`src/design/rmq_pkg.sv`:
```
package rmq_pkg;

    // Q2.14 / Q1.14 unit value
    localparam int QOne = 16384;

    // widths
    localparam int VW   = 19;              // signed width of a branch vector element
    localparam int AW   = 18;              // magnitude of a branch vector element
    localparam int SW   = 37;              // sum of four squares
    localparam int RW   = 66;              // radicand S * 2^28, even width for bit pairs
    localparam int NW   = 33;              // square root of radicand
    localparam int DNW  = 46;              // dividend |v| * 2^28 + N/2
    localparam int QW   = 15;              // saturated quotient magnitude

    // pipeline depths
    localparam int SqrtSteps = NW;         // one result bit per stage
    localparam int DivSteps  = DNW;        // one quotient bit per stage

    // front queue depth
    localparam int FifoDepth = 4;
    localparam int FifoAw    = $clog2(FifoDepth);

    // classified item passed from front to back
    typedef struct packed {
        logic                 degen;
        logic [3:0]           neg;
        logic [3:0][AW-1:0]   mag;
    } t_cls;

    // item carried through the back end
    typedef struct packed {
        logic                 degen;
        logic [3:0]           neg;
        logic [3:0][AW-1:0]   mag;
    } t_tag;

    typedef struct packed {
        logic [15:0] w;
        logic [15:0] x;
        logic [15:0] y;
        logic [15:0] z;
        logic        degen;
    } t_res;

endpackage

```
`src/design/rmq_fifo.sv`:
```
// Short queue between front and back
module rmq_fifo (
    input  logic          i_clk,
    input  logic          i_rst_n,
    input  logic          i_valid,
    output logic          o_ready,
    input  rmq_pkg::t_cls i_cls,
    output logic          o_valid,
    input  logic          i_ready,
    output rmq_pkg::t_cls o_cls
);
    rmq_pkg::t_cls r_mem [rmq_pkg::FifoDepth];
    logic [rmq_pkg::FifoAw-1:0] r_wp, r_rp;
    logic [rmq_pkg::FifoAw:0]   r_cnt;
    logic push, pop;

    assign o_ready = (r_cnt != (rmq_pkg::FifoAw+1)'(rmq_pkg::FifoDepth));
    assign o_valid = (r_cnt != '0);
    assign push    = i_valid && o_ready;
    assign pop     = o_valid && i_ready;
    assign o_cls   = r_mem[r_rp];

    always_ff @(posedge i_clk) begin
        if (!i_rst_n) begin
            r_wp  <= '0;
            r_rp  <= '0;
            r_cnt <= '0;
        end else begin
            if (push) r_wp <= r_wp + 1'b1;
            if (pop)  r_rp <= r_rp + 1'b1;
            r_cnt <= r_cnt + (rmq_pkg::FifoAw+1)'(push) - (rmq_pkg::FifoAw+1)'(pop);
        end
        if (push) begin
            r_mem[r_wp] <= i_cls;
        end
    end

    property p_no_under;
        @(posedge i_clk) disable iff (!i_rst_n)
        (r_cnt == '0) |-> !pop;
    endproperty
    a_no_under: assert property (p_no_under) else $error("fifo underflow");

    property p_no_over;
        @(posedge i_clk) disable iff (!i_rst_n)
        (r_cnt == (rmq_pkg::FifoAw+1)'(rmq_pkg::FifoDepth)) |-> !push;
    endproperty
    a_no_over: assert property (p_no_over) else $error("fifo overflow");

    property p_cnt;
        @(posedge i_clk) disable iff (!i_rst_n)
        (push && !pop) |=> (r_cnt == $past(r_cnt) + 1'b1);
    endproperty
    a_cnt: assert property (p_cnt) else $error("fifo count");

    property p_wp;
        @(posedge i_clk) disable iff (!i_rst_n)
        !push |=> $stable(r_wp);
    endproperty
    a_wp: assert property (p_wp) else $error("write pointer moved");

endmodule

```
`config.mk`:
```
export PLATFORM = sky130hd
export DESIGN_NAME = rmq_fifo
export DESIGN_NICKNAME = d
export VERILOG_FILES = /design/src/design/rmq_pkg.sv /design/src/design/rmq_fifo.sv
export SDC_FILE = /design/constraint.sdc
export NUM_CORES = 1
export LEC_CHECK = 0
export BUFFER_PORTS_ARGS = -buffer_cell sky130_fd_sc_hd__buf_2
export CORE_MARGIN = 10
export CORE_UTILIZATION = 58
export CTS_CLUSTER_SIZE = 12
export DETAILED_ROUTE_END_ITERATION = 6
export PLACE_DENSITY = 0.78
export SLEW_MARGIN = 20
export SYNTH_ARGS = -nofsm -noshare
export SYNTH_HDL_FRONTEND = slang
export SYNTH_SLANG_ARGS = --single-unit
```
`constraint.sdc`:
```
create_clock -name i_clk -period 5.2 [get_ports i_clk]
set_input_delay 0.52 -clock i_clk [delete_from_list [all_inputs] [get_ports i_clk]]
set_output_delay 0.52 -clock i_clk [all_outputs]
set_load 0.01 [all_outputs]
```
==> run_results.csv <==
group,metric,value,unit
synthesis,synth_xor_area_share,0.302,%
clock_network,clockBufferDepth,3,
clock_network,cts_resized,0,
timing,fin_hold_ws,0.200,ns
timing,setup_viol,0,
clock_network,postCtsSetupBuffers,0,
critical_path,cp.arrival,2.70,ns
synthesis,yosysTopAreaCell,"edfxtp_1",
routing,drt_pass1_iterations,4,
synthesis,synth_top_area_share,79.6,%
critical_path,crit_family,"flip-flops",
critical_path,slowest_delay,0.91,ns
grt,grt_pass1_vias,5706,
routing,via_per_inst,5.76,
grt,grt_max_degree,78,
clock_network,cts_sinks,317,
synthesis,synth_cell_type_count,21,
grt,grt_overflow,0,
synthesis,yosysMostFrequentCell,"edfxtp_1",
power_and_ir_drop,peakVddDrop,0.000420,V
power_and_ir_drop,p_per_area,484,nW/um2
cells_and_area,drive_above_1_share,43.7,%
synthesis,synth_mux_area_share,15.1,%
placement,place_congestion,0.773,
cells_and_area,fin_util,69.1,%
critical_path,cp-end-kind,"primary output",
cells_and_area,fill_cells,1236,
min_path,hold_class,"in2reg",
routing,met3_length,1.95,mm
routing,drt-met1-wl,8.61,mm
clock_network,insertion_delay,0.53,ns
grt,grt_usage,16.4,%
floorplanning,initial_core_util,59.3,%
routing,drt_wl_total,21.5,mm
synthesis,yosys-top-cells-count,"edfxtp_1 (308), mux4_2 (77), dfxtp_1 (9), and2_1 (7), ha_1 (6)",
grt,antenna_found_initial,3,
cells_and_area,antennaDiodeCount,0,
synthesis,netlist_area,11600,um2
grt,grt_first_pass_wirelength,33.4,mm
run_status,status,"completed",
floorplanning,die_h,162,um
timing,finalCriticalPeriod,3.22,ns
routing,dr_wl_met2,10.6,mm
cells_and_area,area_delta_synth_final,16.5,%
synthesis,ys_ff_latch,317,
flow_run,drv_cap,0,
placement,dp_hpwl,13.5,mm
timing,finalSetupTns,0,ns
clock_network,clock-root-buffer,"clkbuf_16",
clock_network,path_clk_slew,0.06,ns
floorplanning,dieWidth,162,um
critical_path,required,4.68,ns
synthesis,ys_warn_count,0,
timing,fin_skew,0.00541,ns
floorplanning,io_pins,160,
routing,drt_iter0_drc,365,
clock_network,postCtsHoldBufs,0,
critical_path,worst_path_max_delay_cell,"dfxtp_4",
clock_network,htree_levels,1,
routing,vias,5244,
critical_path,path_buf_inv,2,
timing,rsz0062_at_grt,"no",
clock_network,cts_buffers,31,
routing,remaining_drc_errors,0,
synthesis,ys_seq_area_share,81.2,%
cells_and_area,final_nets,719,
synthesis,synthTopCellsByArea,"edfxtp_1 (80%), mux4_2 (15%), dfxtp_1 (1.6%), buf_12 (0.69%), ha_1 (0.65%)",
floorplanning,rows,51,
synthesis,async_flop_share,0,%
floorplanning,coreArea,19600,um2
synthesis,synth_top_family_by_area,"multiplexers",
cells_and_area,multiInputGateArea,2010,um2
critical_path,path_class,"reg2out",
critical_path,start_kind,"flop",
floorplanning,die-area,26100,um2
timing,fmax,311,MHz
timing,finalHoldViolCount,0,
synthesis,synth_flop_cell,"edfxtp_1",
power_and_ir_drop,p_leak,0.00453,uW
routing,highest_layer,"met5",
critical_path,path_cells,"buf_4, mux4_2, buf_2",
critical_path,cp_max_fo,41,
synthesis,synth-adder-area-share,0.819,%
synthesis,avgSynthCellArea,25.8,um2
timing,min_period_over_period,61.9,%
cells_and_area,seq_area,9440,um2
routing,final_antenna_net_count,0,
placement,portBuffers,159,
clock_network,cts_tree,"yes",
synthesis,synth-compound-area-share,0.215,%
synthesis,syn-num-nets,539,
timing,drv_slew,0,
synthesis,synth-edff-count,308,
timing,tightest_slew,0.847,ns
synthesis,syn_inst,451,
timing,slew_headroom,43.5,%
routing,wl_per_cell,23.6,um
synthesis,yosys.area_share.simple,0.786,%
-- sequential cells by signal (all words and copies together) (netlist names), named ones only --
signal / count
r_cnt: 3
r_mem: 308
r_rp: 2
r_wp: 2
-- stage by stage --
step,worst slack (ns),power [uW],cells,area [um2]
2_1_floorplan,2.00,4220,451,11600
3_3_place_gp,2.44,4650,862,12600
3_5_place_dp,2.40,4700,862,12600
4_1_cts,1.85,6630,910,13500
5_1_grt,1.73,6840,911,13500
6_report,1.98,6550,911,13500
-- worst reg2reg max path, stage by stage, from the launching register on --
cell,delay (ns)
dfxtp_1,0.45
nor2_1,0.10
a21boi_1,0.48
and2_4,0.72
buf_4,0.57
-- power by group --
group | switching, uW | internal, uW
clock network | 808 | 1120
registers | 165 | 3100
logic | 677 | 671
total | 1650 | 4900
-- final cells by class --
cell class                      instances  share of cell area [%]
Clock buffer                           41                    6.01
Clock inverter                          7                   0.398
Inverter                                5                   0.139
Multi-Input combinational cell        110                    14.9
Sequential cell                       317                    69.7
Tap cell                              265                    2.45
Timing Repair Buffer                  166                    6.42
-- metal layers --
metal	vias to the layer above	GRT usage [%]
met5	-	0
met1	2701	22.2
met2	230	26.4
met4	6	3.56
met3	32	4.42
li1	2275	-
-- layout by cell type (no fill, tap or decap), types with 3 or more instances in the layout --
cell type / Yosys / routed
edfxtp_1: 308 / 308
buf_2: 5 / 159
mux4_2: 77 / 77
clkbuf_16: 0 / 31
clkbuf_1: 5 / 10
dfxtp_1: 9 / 7
ha_1: 6 / 6
buf_4: 4 / 6
inv_1: 5 / 5
nand2_1: 5 / 5
clkinv_1: 0 / 5
and2_4: 0 / 4
xnor2_1: 4 / 4
and2_1: 7 / 3
nor2b_1: 3 / 3
-- path summary, 6_finish.rpt --
kind              slack (ns)                     end                 start  cells past startpoint
setup reg to reg        2.50  r_mem[1][20]$_DFFE_PP_   r_cnt[1]$_SDFF_PN0_                      4
hold reg to reg         0.53    r_wp[0]$_SDFFE_PN0P_  r_wp[0]$_SDFFE_PN0P_                      2
setup / recovery        1.98                o_cls[3]                  flop                      3
hold / removal          0.20  r_mem[1][34]$_DFFE_PP_             i_cls[34]                      1
-- kinds of logic (layout without fill, tap and decap cells) --
kind of cell | after synthesis | after routing
DFF | 317 | 317
muxes | 79 | 79
buffers and inverters | 24 | 219
and+or+nand+nor | 17 | 17
adders and majority gates | 7 | 7
xor gates and xnor gates | 4 | 4
AOI/OAI and AO/OA | 3 | 3
Power figures use the tool's default switching activity.
