**src/design/rmq_pkg.sv**
```systemverilog
package rmq_pkg;

    // Q2.14 / Q1.14 unit value
    localparam int QOne = 16384;

    // widths
    localparam int VW   = 19;              // signed width of a branch vector element
    localparam int AW   = 18;              // magnitude of a branch vector element
    localparam int SW   = 37;              // sum of four squares
    localparam int RW   = 66;              // radicand S * 2^28, even width for bit pairs
    localparam int NW   = 33;              // square root of radicand
    localparam int DNW  = 46;              // dividend |v| * 2^28 + N/2
    localparam int QW   = 15;              // saturated quotient magnitude

    // pipeline depths
    localparam int SqrtSteps = NW;         // one result bit per stage
    localparam int DivSteps  = DNW;        // one quotient bit per stage

    // front queue depth
    localparam int FifoDepth = 4;
    localparam int FifoAw    = $clog2(FifoDepth);

    // classified item passed from front to back
    typedef struct packed {
        logic                 degen;
        logic [3:0]           neg;
        logic [3:0][AW-1:0]   mag;
    } t_cls;

    // item carried through the back end
    typedef struct packed {
        logic                 degen;
        logic [3:0]           neg;
        logic [3:0][AW-1:0]   mag;
    } t_tag;

    typedef struct packed {
        logic [15:0] w;
        logic [15:0] x;
        logic [15:0] y;
        logic [15:0] z;
        logic        degen;
    } t_res;

endpackage

```
**src/design/rmq_front.sv**
```systemverilog
// Branch choice and branch vector build (one register stage)
module rmq_front (
    input  logic               i_clk,
    input  logic               i_rst_n,
    input  logic               i_valid,
    output logic               o_ready,
    input  logic [143:0]       i_data,
    output logic               o_valid,
    input  logic               i_ready,
    output rmq_pkg::t_cls      o_cls
);
    logic signed [15:0] m00, m01, m02, m10, m11, m12, m20, m21, m22;
    logic signed [17:0] t;
    logic signed [rmq_pkg::VW-1:0] rad;
    logic signed [rmq_pkg::VW-1:0] v [4];
    logic signed [rmq_pkg::VW-1:0] a00, a11, a22;
    logic signed [rmq_pkg::VW-1:0] qone;
    rmq_pkg::t_cls n_cls;
    rmq_pkg::t_cls r_cls;
    logic          r_valid;

    assign {m22, m21, m20, m12, m11, m10, m02, m01, m00} = i_data;
    assign a00  = rmq_pkg::VW'(m00);
    assign a11  = rmq_pkg::VW'(m11);
    assign a22  = rmq_pkg::VW'(m22);
    assign qone = rmq_pkg::VW'(rmq_pkg::QOne);
    assign t    = 18'(m00) + 18'(m11) + 18'(m22);

    // Shepperd branch selection
    always_comb begin
        if (t > 18'sd0) begin
            rad  = qone + rmq_pkg::VW'(t);
            v[0] = rad;
            v[1] = rmq_pkg::VW'(m21) - rmq_pkg::VW'(m12);
            v[2] = rmq_pkg::VW'(m02) - rmq_pkg::VW'(m20);
            v[3] = rmq_pkg::VW'(m10) - rmq_pkg::VW'(m01);
        end else if (m00 > m11 && m00 > m22) begin
            rad  = qone + a00 - a11 - a22;
            v[0] = rmq_pkg::VW'(m21) - rmq_pkg::VW'(m12);
            v[1] = rad;
            v[2] = rmq_pkg::VW'(m01) + rmq_pkg::VW'(m10);
            v[3] = rmq_pkg::VW'(m02) + rmq_pkg::VW'(m20);
        end else if (m11 > m22) begin
            rad  = qone + a11 - a00 - a22;
            v[0] = rmq_pkg::VW'(m02) - rmq_pkg::VW'(m20);
            v[1] = rmq_pkg::VW'(m01) + rmq_pkg::VW'(m10);
            v[2] = rad;
            v[3] = rmq_pkg::VW'(m12) + rmq_pkg::VW'(m21);
        end else begin
            rad  = qone + a22 - a00 - a11;
            v[0] = rmq_pkg::VW'(m10) - rmq_pkg::VW'(m01);
            v[1] = rmq_pkg::VW'(m02) + rmq_pkg::VW'(m20);
            v[2] = rmq_pkg::VW'(m12) + rmq_pkg::VW'(m21);
            v[3] = rad;
        end
    end

    // sign / magnitude split
    always_comb begin
        n_cls.degen = (rad <= 0);
        for (int i = 0; i < 4; i++) begin
            n_cls.neg[i] = v[i][rmq_pkg::VW-1];
            n_cls.mag[i] = v[i][rmq_pkg::VW-1] ? rmq_pkg::AW'(-v[i])
                                               : rmq_pkg::AW'(v[i]);
        end
    end

    assign o_ready = !r_valid || i_ready;

    always_ff @(posedge i_clk) begin
        if (!i_rst_n) begin
            r_valid <= 1'b0;
        end else if (o_ready) begin
            r_valid <= i_valid;
        end
        if (o_ready && i_valid) begin
            r_cls <= n_cls;
        end
    end

    assign o_valid = r_valid;
    assign o_cls   = r_cls;

endmodule

```
**config.mk**
```make
export PLATFORM = sky130hd
export DESIGN_NAME = rmq_front
export DESIGN_NICKNAME = d
export VERILOG_FILES = /design/src/design/rmq_pkg.sv /design/src/design/rmq_front.sv
export SDC_FILE = /design/constraint.sdc
export NUM_CORES = 1
export LEC_CHECK = 0
export BUFFER_PORTS_ARGS = -buffer_cell sky130_fd_sc_hd__buf_2
export CAP_MARGIN = 20
export CORE_AREA = 2 2 192 194
export CTS_BUF_LIST = sky130_fd_sc_hd__clkbuf_8 sky130_fd_sc_hd__clkbuf_16
export CTS_CLUSTER_SIZE = 16
export DETAILED_ROUTE_END_ITERATION = 12
export DIE_AREA = 0 0 194 196
export GPL_TIMING_DRIVEN = 0
export PLACE_DENSITY_LB_ADDON = 0.25
export SETUP_SLACK_MARGIN = 0.15
export SYNTH_ARGS = -nofsm -noshare
export SYNTH_HDL_FRONTEND = slang
export SYNTH_SLANG_ARGS = --single-unit
```
**constraint.sdc**
```tcl
create_clock -name i_clk -period 8.5 [get_ports i_clk]
set_input_delay 1.275 -clock i_clk [delete_from_list [all_inputs] [get_ports i_clk]]
set_output_delay 1.275 -clock i_clk [all_outputs]
set_load 0.02 [all_outputs]
```
==> reports/results.ini <==
[sta]
report.final.hold_viol_count=0
fmax_mhz=118.7
period_minus_slack_ns=8.422
max_slew_margin_pct=11.97
setup_tns_ns=0
finalClockSkew_ns=0.008832
min_period_over_period_pct=99.09
final_max_slew_viol_count=0
finalSetupViolations=0
rsz0062_at_grt=true
worst_pin_slew_ns=1.311

[worst_setup_path]
reg2regPathDepth=2
critPathRequiredTime_ns=8.61
startpoint_type=input port
cp_max_fo=10
reg2reg_slack_ns=6.87
r2r_start=o_valid
crit_type=in -> reg
end_kind=flip-flop
reg2reg_to=o_cls[28]
crit_arrival_ns=8.53

[min_path]
whs_path_depth=2
min_to=o_valid
hp-start=o_valid
hold_class=reg -> reg

[logic_synthesis]
synth_xor_area_share_pct=7.692
synth.avg_cell_area_um2=8.000
synth_compound_area_share_pct=22.85
ys_seq_elements=78
synth-simple-area-share_pct=19.42
synthesis.area_um2=19590
synth_mux_area_share_pct=4.268
synth_warnings=0
synthFlopType=edfxtp_1
ys_types=103
synth_top_family_by_area=adder cells
synth_fa_ha_area_share_pct=26.91
syn_inst=2448
ys_seq_area_share_pct=11.91
async_flop_share_pct=0
synth_edf_count=77
syn_nets=2971

[clocking]
cts_root_buffer=clkbuf_16
clk_pin_slew_worst_paths_ns=0.06
clock_sinks=78
cts_buffer_depth=2
cts_made_buffers=9
cts_tree=yes
clk_latency_ns=0.36
hold_buffers=0
h-tree-depth=3

[drt]
wl_per_cell_um=26.85
drcViolationCount=2
dr_total_vias=21010
drtAntennaViolNets=0
met1Wirelength_mm=34.51
wl_met2_mm=35.02
drt-initial-drc-count=2434
drt_first_pass_iters=11
drt-total-wl_mm=85.08
avgViaCountPerCell=6.629
routed.top_layer=met5
wl_met3_mm=11.20

[floorplanning]
core_area_um2=36080
initial_core_util_pct=54.28
die_y_um=196
io_pins=227
dieArea_um2=38020
die_w_um=194
rows=70

[final_layout]
nNetsFinal=3218
finalCoreUtilization_pct=60.26
seq_area_um2=2332
final_cells=3169
mostFrequentLayoutCells=297 x ha_1, 251 x buf_2, 245 x inv_1
layout_commonest_cell=ha_1
layout-drive-gt1-share_pct=14.04
multi_input_area_um2=15960
syn_to_final_growth_pct=11.03
fillers=3307

[run]
cap_violations=0

[power]
power_density_nw_per_um2=223.9
leakage_nw=9.836
ir_worst_vdd_v=0.0002065

[placed_design]
place_congestion=1.071
place_inst=3144
portBuffers=226
hpwl_mm=70.45

[global_route]
grt_max_degree=78
grt-ovfl-total=0
grt_first_pass_wirelength_mm=123.9
antenna_found_initial=2
track_usage_pct=43.64
grt_pass1_vias=19810

[status]
violations=design-rule violations
outcome=finished, violations left

[state kept, by name (all words and copies together) (netlist names)]
name	cells
o_cls	77
o_valid	1
[per-stage QoR]
step / total power [W] / cell area (um^2) / setup WS [ns] / hold slack (ns)
final: 0.004869 / 21750 / 0.07759 / 0.5383
after CTS: 0.004646 / 21630 / 0.1275 / 0.5409
after detailed placement: 0.004267 / 21330 / -1.021 / 0.5305
after global placement: 0.004208 / 21300 / -1.267 / 0.4999
after global routing: 0.005041 / 21740 / 0.03761 / 0.5688
after floorplan: 0.002976 / 19590 / 1.354 / 0.7496
[worst max-delay path, stage by stage]
cell      delay (ns)
buf_2           0.13
inv_1           0.13
ha_1            0.45
nor4b_2         0.64
nand4_1         0.34
a21oi_1         0.41
o31ai_1         0.27
nor2_1          0.55
clkbuf_2        0.49
buf_2           0.41
clkbuf_1        0.65
clkbuf_2        0.50
nor2_1          0.07
a211oi_1        0.29
nor3_1          0.08
a21oi_1         0.32
inv_1           0.14
ha_4            0.22
nand2_1         0.15
nor3_2          0.08
nand3_1         0.16
o21ai_2         0.13
a41oi_1         0.25
mux2_1          0.34
[layer usage]
metal,vias to the layer above,global-route usage (%)
li1,9241,-
met3,248,13.87
met5,-,0
met1,10060,58.54
met4,2,18.77
met2,1459,64.45
[cells in the mapped netlist, drive strengths merged, types with 23 or more instances]
cell type | n | share of area (%)
a21oi | 164 | 4.2
nand2b | 26 | 0.83
buf | 46 | 1.3
a211oi | 34 | 1.3
edfxtp | 77 | 12
nor2 | 188 | 3.6
ha | 298 | 19
xor2 | 43 | 1.9
xnor2 | 129 | 5.8
nand3 | 57 | 1.5
mux2i | 67 | 3.5
o21ai | 124 | 3.2
o31ai | 29 | 1.2
inv | 245 | 4.7
o21a | 27 | 1.0
nor2b | 46 | 1.5
clkbuf | 52 | 1.0
nor3 | 82 | 2.1
fa | 77 | 7.9
a31oi | 38 | 1.3
o211ai | 37 | 1.4
or3 | 31 | 1.0
nand2 | 163 | 3.1
a21o | 23 | 0.88
[report_power, final]
part | internal (W) | switching [W]
logic | 0.00122 | 0.00260
registers | 0.000651 | 0.0000346
clock network | 0.000195 | 0.000167
total | 0.00207 | 0.00280
[how the worst max path moves through the flow]
stage	startpoint	endpoint	slack (ns)	depth (start not counted)
floorplan	i_data[1]	o_cls[70]	1.35	28
global placement	i_data[71]	o_cls[70]	-1.27	23
detailed placement	i_data[79]	o_cls[70]	-1.02	23
CTS	i_data[1]	o_cls[70]	0.13	29
global route	i_data[1]	o_cls[70]	0.04	29
finish	i_data[79]	o_cls[70]	0.08	24
[area by class of cell]
class / instances / area share (%)
Clock inverter: 7 / 0.1956
Timing Repair Buffer: 238 / 5.616
Buffer: 96 / 2.117
Clock buffer: 9 / 1.036
Multi-Input combinational cell: 2027 / 73.38
Tap cell: 468 / 2.693
Sequential cell: 78 / 10.72
Inverter: 245 / 4.229
Antenna cell: 1 / 0.01151
[cells by family (layout without fill, tap and decap cells)]
family,count (synthesis),after routing
buf+inv,343,595
fa+ha+maj,375,375
other cells,0,1
simple gates,747,747
mux,81,81
xor+xnor,172,172
compound gates,652,652
flops,78,78
[what timing repair did]
item                                    in CTS  in global routing
buffers inserted                             1                  6
pin swaps                                    1                  2
endpoints found under the setup margin      12                 20
resized for setup                           13                 11
No activity file was read; power rests on OpenSTA's default activity.
